### src/rtl/pqxm_pkg.sv
// shared types and codes for the priority queue with extract-max
package pqxm_pkg;

   localparam int unsigned PRIO_W   = 16;
   localparam int unsigned VALUE_W  = 8;
   localparam int unsigned STATUS_W = 2;
   localparam int unsigned OCC_W    = 5;

   typedef enum logic {
      CMD_ENQUEUE = 1'b0,
      CMD_DEQUEUE = 1'b1
   } command_type;

   typedef enum logic [STATUS_W-1:0] {
      ST_ENQUEUED = 2'd0,
      ST_DEQUEUED = 2'd1,
      ST_FULL     = 2'd2,
      ST_EMPTY    = 2'd3
   } status_type;

   typedef struct packed {
      logic [PRIO_W-1:0]  prio;
      logic [VALUE_W-1:0] value;
   } entry_type;

endpackage

### src/rtl/priority_queue_extract_max.sv
// priority queue of (priority, value) pairs held in arrival order in one memory
// enqueue, full or empty: after the request transfers, the result goes through the finish state to the output
// dequeue: scans every held entry, then moves each entry behind the winner up one place, limited by the
//   single memory read port (one read per scan step, one read per close-up step)
// one command in flight; the next request transfers while a result waits at the output
// synchronous reset empties the queue; memory contents stay undefined until written
module priority_queue_extract_max #(
   parameter int unsigned DEPTH = 16
) (
   input  logic                             clock,
   input  logic                             reset,
   input  logic                             req_valid,
   output logic                             req_ready,
   input  logic                             req_command,
   input  logic signed [pqxm_pkg::PRIO_W-1:0] req_priority_req,
   input  logic [pqxm_pkg::VALUE_W-1:0]     req_payload,
   output logic                             rsp_valid,
   input  logic                             rsp_ready,
   output logic [pqxm_pkg::STATUS_W-1:0]    rsp_status,
   output logic signed [pqxm_pkg::PRIO_W-1:0] rsp_out_priority,
   output logic [pqxm_pkg::VALUE_W-1:0]     rsp_out_value,
   output logic [pqxm_pkg::OCC_W-1:0]       rsp_occupancy
);

   localparam int unsigned AW = (DEPTH > 1) ? $clog2(DEPTH) : 1;
   localparam int unsigned CW = $clog2(DEPTH + 1);

   typedef enum logic [1:0] {
      S_IDLE,
      S_SCAN,
      S_SHIFT,
      S_FINISH
   } state_type;

   state_type                    state_ff;
   logic [CW-1:0]                count_ff;
   logic [AW-1:0]                idx_ff;
   logic [AW-1:0]                best_idx_ff;
   pqxm_pkg::entry_type          best_ff;
   pqxm_pkg::entry_type          rd_data_ff;

   pqxm_pkg::status_type         res_status_ff;
   logic [pqxm_pkg::PRIO_W-1:0]  res_prio_ff;
   logic [pqxm_pkg::VALUE_W-1:0] res_value_ff;
   logic [CW-1:0]                res_occ_ff;

   logic                         rsp_valid_ff;
   pqxm_pkg::status_type         rsp_status_ff;
   logic [pqxm_pkg::PRIO_W-1:0]  rsp_prio_ff;
   logic [pqxm_pkg::VALUE_W-1:0] rsp_value_ff;
   logic [CW-1:0]                rsp_occ_ff;

   pqxm_pkg::entry_type          mem [DEPTH];

   logic                         take;
   logic                         full;
   logic [CW-1:0]                last_idx;
   logic                         scan_better;
   logic [AW-1:0]                best_idx_in;
   pqxm_pkg::entry_type          best_in;
   logic                         scan_last;
   logic                         shift_last;
   logic                         rd_en;
   logic [AW-1:0]                rd_addr;
   logic                         wr_en;
   logic [AW-1:0]                wr_addr;
   pqxm_pkg::entry_type          wr_data;
   logic [CW+pqxm_pkg::OCC_W-1:0] occ_ext;

   assign req_ready = (state_ff == S_IDLE);
   assign take      = req_valid && req_ready;
   assign full      = (count_ff >= CW'(DEPTH));
   assign last_idx  = count_ff - CW'(1);

   // strict greater-than keeps the earliest of equal priorities
   assign scan_better = (idx_ff == '0) ||
                        ($signed(rd_data_ff.prio) > $signed(best_ff.prio));
   assign best_idx_in = scan_better ? idx_ff : best_idx_ff;
   assign best_in     = scan_better ? rd_data_ff : best_ff;
   assign scan_last   = (CW'(idx_ff) == last_idx);
   assign shift_last  = ((CW'(idx_ff) + CW'(1)) == last_idx);

   always_comb begin
      rd_en   = 1'b0;
      rd_addr = '0;
      wr_en   = 1'b0;
      wr_addr = '0;
      wr_data = '0;
      unique case (state_ff)
         S_IDLE: begin
            if (take && (req_command == pqxm_pkg::CMD_ENQUEUE) && !full) begin
               wr_en         = 1'b1;
               wr_addr       = count_ff[AW-1:0];
               wr_data.prio  = req_priority_req;
               wr_data.value = req_payload;
            end else if (take && (req_command == pqxm_pkg::CMD_DEQUEUE) &&
                         (count_ff != '0)) begin
               rd_en   = 1'b1;
               rd_addr = '0;
            end
         end
         S_SCAN: begin
            if (!scan_last) begin
               rd_en   = 1'b1;
               rd_addr = idx_ff + AW'(1);
            end else if (CW'(best_idx_in) != last_idx) begin
               // first entry behind the winner, to start closing the gap
               rd_en   = 1'b1;
               rd_addr = best_idx_in + AW'(1);
            end
         end
         S_SHIFT: begin
            wr_en   = 1'b1;
            wr_addr = idx_ff;
            wr_data = rd_data_ff;
            if (!shift_last) begin
               rd_en   = 1'b1;
               rd_addr = idx_ff + AW'(2);
            end
         end
         S_FINISH: begin
         end
         default: begin
         end
      endcase
   end

   always_ff @(posedge clock) begin
      if (wr_en) begin
         mem[wr_addr] <= wr_data;
      end
      if (rd_en) begin
         rd_data_ff <= mem[rd_addr];
      end
   end

   always_ff @(posedge clock) begin
      if (reset) begin
         state_ff     <= S_IDLE;
         count_ff     <= '0;
         rsp_valid_ff <= 1'b0;
      end else begin
         // a new result loaded in the finish state keeps the output valid
         if (rsp_valid_ff && rsp_ready && (state_ff != S_FINISH)) begin
            rsp_valid_ff <= 1'b0;
         end
         unique case (state_ff)
            S_IDLE: begin
               if (take) begin
                  res_prio_ff  <= '0;
                  res_value_ff <= '0;
                  if (req_command == pqxm_pkg::CMD_ENQUEUE) begin
                     if (full) begin
                        res_status_ff <= pqxm_pkg::ST_FULL;
                        res_occ_ff    <= count_ff;
                     end else begin
                        res_status_ff <= pqxm_pkg::ST_ENQUEUED;
                        res_occ_ff    <= count_ff + CW'(1);
                        count_ff      <= count_ff + CW'(1);
                     end
                     state_ff <= S_FINISH;
                  end else if (count_ff == '0) begin
                     res_status_ff <= pqxm_pkg::ST_EMPTY;
                     res_occ_ff    <= '0;
                     state_ff      <= S_FINISH;
                  end else begin
                     idx_ff   <= '0;
                     state_ff <= S_SCAN;
                  end
               end
            end
            S_SCAN: begin
               best_idx_ff <= best_idx_in;
               best_ff     <= best_in;
               if (!scan_last) begin
                  idx_ff <= idx_ff + AW'(1);
               end else begin
                  res_status_ff <= pqxm_pkg::ST_DEQUEUED;
                  res_prio_ff   <= best_in.prio;
                  res_value_ff  <= best_in.value;
                  res_occ_ff    <= last_idx;
                  if (CW'(best_idx_in) != last_idx) begin
                     idx_ff   <= best_idx_in;
                     state_ff <= S_SHIFT;
                  end else begin
                     count_ff <= last_idx;
                     state_ff <= S_FINISH;
                  end
               end
            end
            S_SHIFT: begin
               if (shift_last) begin
                  count_ff <= last_idx;
                  state_ff <= S_FINISH;
               end else begin
                  idx_ff <= idx_ff + AW'(1);
               end
            end
            S_FINISH: begin
               // wait for the output register to free up
               if (!rsp_valid_ff || rsp_ready) begin
                  rsp_valid_ff  <= 1'b1;
                  rsp_status_ff <= res_status_ff;
                  rsp_prio_ff   <= res_prio_ff;
                  rsp_value_ff  <= res_value_ff;
                  rsp_occ_ff    <= res_occ_ff;
                  state_ff      <= S_IDLE;
               end
            end
            default: begin
               state_ff <= S_IDLE;
            end
         endcase
      end
   end

   assign occ_ext          = {{pqxm_pkg::OCC_W{1'b0}}, rsp_occ_ff};
   assign rsp_valid        = rsp_valid_ff;
   assign rsp_status       = rsp_status_ff;
   assign rsp_out_priority = rsp_prio_ff;
   assign rsp_out_value    = rsp_value_ff;
   assign rsp_occupancy    = occ_ext[pqxm_pkg::OCC_W-1:0];

endmodule

### config.mk
export PLATFORM = sky130hd
export DESIGN_NAME = priority_queue_extract_max
export DESIGN_NICKNAME = d
export VERILOG_FILES = /design/src/rtl/pqxm_pkg.sv /design/src/rtl/priority_queue_extract_max.sv
export SDC_FILE = /design/constraint.sdc
export NUM_CORES = 1
export LEC_CHECK = 0
export BUFFER_PORTS_ARGS = -buffer_cell sky130_fd_sc_hd__buf_2
export CAP_MARGIN = 30
export CORE_UTILIZATION = 35
export CTS_BUF_LIST = sky130_fd_sc_hd__clkbuf_16
export DETAILED_ROUTE_END_ITERATION = 10
export GPL_ROUTABILITY_DRIVEN = 0
export PLACE_DENSITY = 0.54
export RECOVER_POWER = 50
export SLEW_MARGIN = 20
export SYNTH_ARGS = -nofsm -noshare
export SYNTH_HDL_FRONTEND = slang
export SYNTH_SLANG_ARGS = --single-unit
### constraint.sdc
create_clock -name clock -period 7 [get_ports clock]
set_clock_uncertainty 0.1 [all_clocks]
set_input_delay 0 -clock clock [delete_from_list [all_inputs] [get_ports clock]]
set_output_delay 0 -clock clock [all_outputs]
set_load 0.02 [all_outputs]
# After elaboration in Yosys (flattened, before gate mapping)
# Memories as Yosys holds them, arrays and structs flattened. A register that Yosys moved wholly into a read port is not among the register bits.
# Cells that the tools add are included.
# totals
regBits	102
mem_bits_rw	384
inputBits	29
output_inout_bits	33
elab_cells	130
memories	1
# classes
addsub	6
order_cmp	2
n_eq_ne	18
n_mux	62
bitwise	2
n_reduce_logical	24
# memory_table
memory	words	width	rd	rd_ports_with_merged_regs	write_ports	line	source
mem	16	24	1	1	1	priority_queue_extract_max.sv:53	pqxm_pkg::entry_type mem [DEPTH];
# ops
operator	n
2-to-1 mux 5 bit	10
2-to-1 mux 24 bit	2
one-hot mux 24 bit (2 select lines)	1
2-to-1 mux 4 bit	11
2-to-1 mux 16 bit	2
one-hot mux 16 bit (2 select lines)	1
2-to-1 mux 2 bit	11
> comparator 16 bit	1
2-to-1 mux 8 bit	2
inequality test 2 bit (second input constant)	8
one-hot mux 4 bit (2 select lines)	2
one-hot mux 8 bit (2 select lines)	1
one-hot mux 5 bit (3 select lines)	1
2-to-1 mux 1 bit	12
one-hot mux 4 bit (3 select lines)	1
one-hot mux 5 bit (2 select lines)	1
adder 4 x 1 -> 4 bit (second input constant)	2
one-hot mux 2 bit (4 select lines)	1
AND reduction 4 bit	2
logical AND 1 bit	7
AND reduction 7 bit	1
AND reduction 6 bit	1
adder 4 x 1 -> 5 bit (second input constant)	1
adder 5 x 1 -> 5 bit (second input constant)	1
26 further kinds	31

# Logic depth before layout (Yosys ltp)
# logic_depth
depth_word	8
mapped_depth	18
ltp_nobuf	16

# Least setup slack after synthesis
# Ideal clock, no wire load.
# synth_timing
path_type	flip-flop to flip-flop
startpoint	register count_ff[0]
endpoint	register res_occ_ff[0] (enable)
setup_ps	382
arrival_ps	4497
required_ps	6518
path_slack_ps	2021
path_stages_with_launch	12
path_buffers	1
synth_period_minus_slack_ps	4979
cell_sequence	dfxtp_1 > buf_1 > inv_1 > ha_1 > nor3b_1 > xor2_1 > nor3_1 > nand3_1 > inv_1 > o22ai_1 > a211oi_1 > a21boi_0
# synth_between
elab_chain_len	4
word_cells_on_any_way	6
cone_classes	add/sub: 1; eq/ne: 3; reduce/logical: 2
# synth_rtl
element	line	source
from (decl)	priority_queue_extract_max.sv:36	logic [CW-1:0] count_ff;
from (signal assigned)	priority_queue_extract_max.sv:159	count_ff <= count_ff + CW'(1);
from (signal assigned)	priority_queue_extract_max.sv:186	count_ff <= last_idx;
from (signal assigned)	priority_queue_extract_max.sv:193	count_ff <= last_idx;
subtractor 5 x 1 -> 5 bit	priority_queue_extract_max.sv:73	assign last_idx = count_ff - CW'(1);
equality test 4 x 5 -> 1 bit	priority_queue_extract_max.sv:80	assign scan_last = (CW'(idx_ff) == last_idx);
inequality test 2 bit (no line)	-	
AND reduction 5 bit (no line) (*)	-	
to (signal assigned)	priority_queue_extract_max.sv:155	res_occ_ff <= count_ff;
to (signal assigned)	priority_queue_extract_max.sv:158	res_occ_ff <= count_ff + CW'(1);
to (signal assigned)	priority_queue_extract_max.sv:181	res_occ_ff <= last_idx;
to (decl)	priority_queue_extract_max.sv:45	logic [CW-1:0] res_occ_ff;
# Mark *: on every way between the ends. The rest lies on a longest branch, timed or not.
# A chain may end at the register's enable or synchronous reset.

# Final worst setup path
# layout_timing
startpoint	register rd_data_ff[23] (netlist name)
endpoint	register rd_data_ff[9] (netlist name)
# layout_between
elab_chain_len	7
word_cells_on_any_way	11
cone_classes	add/sub: 1; order compare: 1; eq/ne: 1; mux: 7; reduce/logical: 1
# layout_rtl
element	line	source
> comparator 16 bit (*)	priority_queue_extract_max.sv:77	($signed(rd_data_ff.prio) > $signed(best_ff.prio));
logical OR 1 bit (*)	priority_queue_extract_max.sv:76	assign scan_better = (idx_ff == '0) ||
2-to-1 mux 4 bit (*)	priority_queue_extract_max.sv:78	assign best_idx_in = scan_better ? idx_ff : best_idx_ff;
net best_idx_in[0]	priority_queue_extract_max.sv:59	logic [AW-1:0] best_idx_in;
adder 4 x 1 -> 4 bit / inequality test 4 x 5 -> 1 bit (equally long branches)	priority_queue_extract_max.sv:109, priority_queue_extract_max.sv:106	
2-to-1 mux 4 bit / 2-to-1 mux 1 bit (equally long branches)	priority_queue_extract_max.sv:106	end else if (CW'(best_idx_in) != last_idx) begin
2-to-1 mux 4 bit / 2-to-1 mux 1 bit (equally long branches)	priority_queue_extract_max.sv:103	if (!scan_last) begin
one-hot mux 4 bit (2 select lines) / one-hot mux 1 bit (3 select lines) (equally long branches)	priority_queue_extract_max.sv:89	unique case (state_ff)
# Mark *: on every way through the listed nets, which the timed path passes. The rest lies on a longest branch.

==> summary.md <==
| Metric | Value |
|---|---|
| Status | `complete, but fails checks` |
| Failing checks | `max-capacitance violations, max-slew violations` |
| CP max stage delay | `0.70 ns` |
| Vias in the first global route | `12500` |
| Synth Instances | `1447` |
| Die Width | `253 um` |
| Chip Height | `253 um` |
| Layout cells sized above 1 | `0.201` |
| Area grow syn2layout | `15.5%` |
| RSZ-0062 raised after global routing | `false` |
| Skew-Pair Late Insertion Delay | `0.60 ns` |
| Final setup fails | `0` |
| Min-delay worst type | `in2reg` |
| Final instance area | `25400 sq um` |
| Clock transition at path regs | `0.06 ns` |
| CTS resizes | `0` |
| Initial antenna violation count | `3` |
| Post-synthesis average cell area | `15.2 sq um` |
| Element type at the critical path start | `flop` |
| Global-route wire length before repair | `82200 um` |
| Clk sinks | `510` |
| Via count | `12700` |
| Final worst slack | `1.17 ns` |
| Hpwl dp | `33300 um` |
| Die area | `63900 sq um` |
| Worst Path Arrival | `6.05 ns` |
| Count of pins over their slew limit | `88` |
| Tot Pwr | `10.9 mW` |
| I/O pin cnt | `62` |
| Starting density of the core | `0.355` |
| Hold Path Cell Cnt | `2` |
| Post-CTS Setup Inserts | `0` |
| Reg2Reg Depth | `15` |
| Fin util | `0.410` |
| GRT Total Usage | `0.175` |
| Pre-Repair DR Iteration Count | `5` |
| Net Count, Synth | `1503` |
| Reg2reg setup slack | `1.17 ns` |
| Yosys warning count | `0` |
| CTS tree | `done` |
| Final Hold Viols | `0` |
| Placed insts | `2298` |
| CTS Buf Count | `53` |
| Crit-path max FO | `28` |
| Top-area cell type share of the netlist area | `0.685` |
| Slew @ Worst Pin | `1.72 ns` |
| Remaining global-route overflow | `0` |
| Area post-placement | `23700 sq um` |
| Lkg Pwr | `8.57 nW` |
| Hold Crit Start | `req_payload[4]` |
| WHS | `0.0191 ns` |
| PwrDens | `429 nW/um^2` |
| FF+latch count, synth | `510` |
| Final Non-Filler Cells | `2411` |
| Drt total wl | `55400 um` |
| WL per Instance | `23.0 um` |
| Yosys cell types | `77` |
| Synth area leader | `edfxtp_1` |
| Worst VDD drop | `0.365 mV` |
| Crit-path cells | `ha_1, nand4_4, nor4_1, nand4_4, a31o_1, o21ai_1, nand2_1, ha_1, mux2_2, and2_1, and3_1, o21ai_4, buf_12, o221ai_1, o22ai_1` |
| Antenna cells | `0` |
| Syn Std Cell Area | `22000 sq um` |
| Fillcell total | `5667` |
| Critical path's slowest cell | `o21ai_4` |
| Worst reg2reg endpoint | `rd_data_ff[9]` |
| DR DRC count | `0` |
| WHS Endpoint | `mem[4][4]` |
| PortBufs | `61` |
| Fmax achieved | `171 MHz` |
| Slew Limit Headroom | `-0.144` |
| Number of synthesized flops with an enable pin | `502` |
| CTS Buffer Depth | `3` |
| Max-Cap Viols | `3` |
| Post-route minimum period | `5.83 ns` |
| Ys flop type | `edfxtp_1` |
| Total core area | `61900 sq um` |
| Crit Reg-Reg Startpoint | `rd_data_ff[23]` |
| Setup WS pre-CTS | `1.54 ns` |
| CP Class | `reg2reg` |
| H-tree levels | `2` |
| Final period util | `0.833` |
| Largest cells by area after synthesis | `edfxtp_1 (69%), mux2_2 (5.9%), mux2i_1 (2.4%)` |
| Fin Setup TNS | `0 ns` |
| DRT iter0 DRCs | `933` |
| Largest net degree at the start of global routing | `97` |
| Seq/Total Area, Yosys | `0.692` |
| # rows | `91` |
| Number of vias per cell | `5.25` |
| Final nets | `1590` |
| Share of flip-flops with an asynchronous set or reset | `0` |
| Crit path required time | `7.22 ns` |
| CTS root buffer | `clkbuf_16` |
| Post-DRT Antenna Nets | `0` |
| Endpoint class of the critical path | `flop` |
[cell type report]
cell class | instances | area, sq um | area share
Clock inverter | 42 | 319 | 0.0125
Multi-Input combinational cell | 818 | 6370 | 0.251
Timing Repair Buffer | 120 | 1010 | 0.0397
Inverter | 31 | 116 | 0.00458
Sequential cell | 510 | 15200 | 0.599
Tap cell | 837 | 1050 | 0.0412
Clock buffer | 53 | 1330 | 0.0522
[power by group]
part           switching, mW  total (mW)  internal [mW]  leakage (nW)
clock network           1.16        2.71           1.55         0.881
logic                   2.39        3.71           1.33          2.98
registers              0.282        4.49           4.20          4.71
[repair_timing]
item | in CTS | in global routing
setup endpoints to repair | 0 | 0
hold buffers | 16 | 0
hold endpoints to repair | 188 | 0
[per-layer routing]
layer  share of wire  track usage
met3           0.054       0.0272
met1            0.44        0.236
met4           0.021       0.0450
met2            0.49        0.293
met5               0            0
[kinds of logic after synthesis]
family                   Yosys count  share of synthesized area
AND/OR/NAND/NOR                  305                     0.0730
AO/OA/AOI/OAI                    294                      0.101
multiplexers                     173                     0.0861
adder cells (fa/ha/maj)           27                     0.0154
XOR/XNOR                          19                    0.00756
buffers and inverters            119                     0.0248
flip-flops                       510                      0.692
[worst max-delay path by stage]
stage | startpoint | to | cells after the start
after detailed placement | rd_data_ff[23] | rd_data_ff[9] | 15
final | rd_data_ff[23] | rd_data_ff[9] | 15
after global routing | rd_data_ff[23] | rd_data_ff[9] | 14
after floorplan | count_ff[0] | res_occ_ff[0] | 11
after CTS | rd_data_ff[23] | rd_data_ff[9] | 15
after global placement | rd_data_ff[23] | rd_data_ff[9] | 15
[synthesized netlist by cell type (3+ instances only)]
master / number
dfxtp_1: 8
and3_1: 5
mux2_2: 116
nor3_1: 55
buf_2: 25
buf_6: 5
clkbuf_1: 44
xnor2_1: 11
nor2_1: 87
a31oi_1: 4
o22ai_2: 4
edfxtp_1: 502
buf_1: 6
mux2i_1: 52
and2_1: 30
o21a_1: 52
a22o_1: 23
nor2b_1: 4
buf_4: 6
o21ai_0: 20
o221ai_1: 30
a21oi_1: 73
o22ai_1: 27
ha_1: 27
mux2_1: 4
o21ai_1: 3
nand3_1: 15
o221ai_2: 18
a211oi_1: 5
nand2b_1: 52
inv_1: 29
a21o_1: 5
xor2_1: 8
nand2_1: 36
[state kept, by name (all words and copies together), names as in the netlist, 5 cells and up]
name / count
res_occ_ff: 5
res_value_ff: 8
best_ff: 24
mem: 384
rsp_out_priority: 16
rsp_out_value: 8
rsp_occupancy: 5
rd_data_ff: 24
count_ff: 5
res_prio_ff: 16
[cell usage in the layout, fill, tap and decap left out, types with 30 or more instances in the layout]
cell / synthesis / layout
edfxtp_1: 502 / 502
mux2_2: 116 / 116
nor2_1: 87 / 73
a21oi_1: 73 / 73
nor3_1: 55 / 54
clkbuf_16: 0 / 53
nand2b_1: 52 / 52
mux2i_1: 52 / 52
o21a_1: 52 / 51
inv_1: 29 / 48
clkbuf_1: 44 / 37
nand2_1: 36 / 36
buf_2: 25 / 31
and2_1: 30 / 30
o221ai_1: 30 / 30
[critical path: cells and delay by family, from the launching register on]
kind | cells | cell delay (ns)
AOI/OAI and AO/OA | 5 | 1.94
adders and majority gates | 2 | 0.76
buffers and inverters | 1 | 0.33
DFF | 1 | 0.42
muxes | 1 | 0.28
and+or+nand+nor | 6 | 1.68
(Power assumes the default switching activity.)
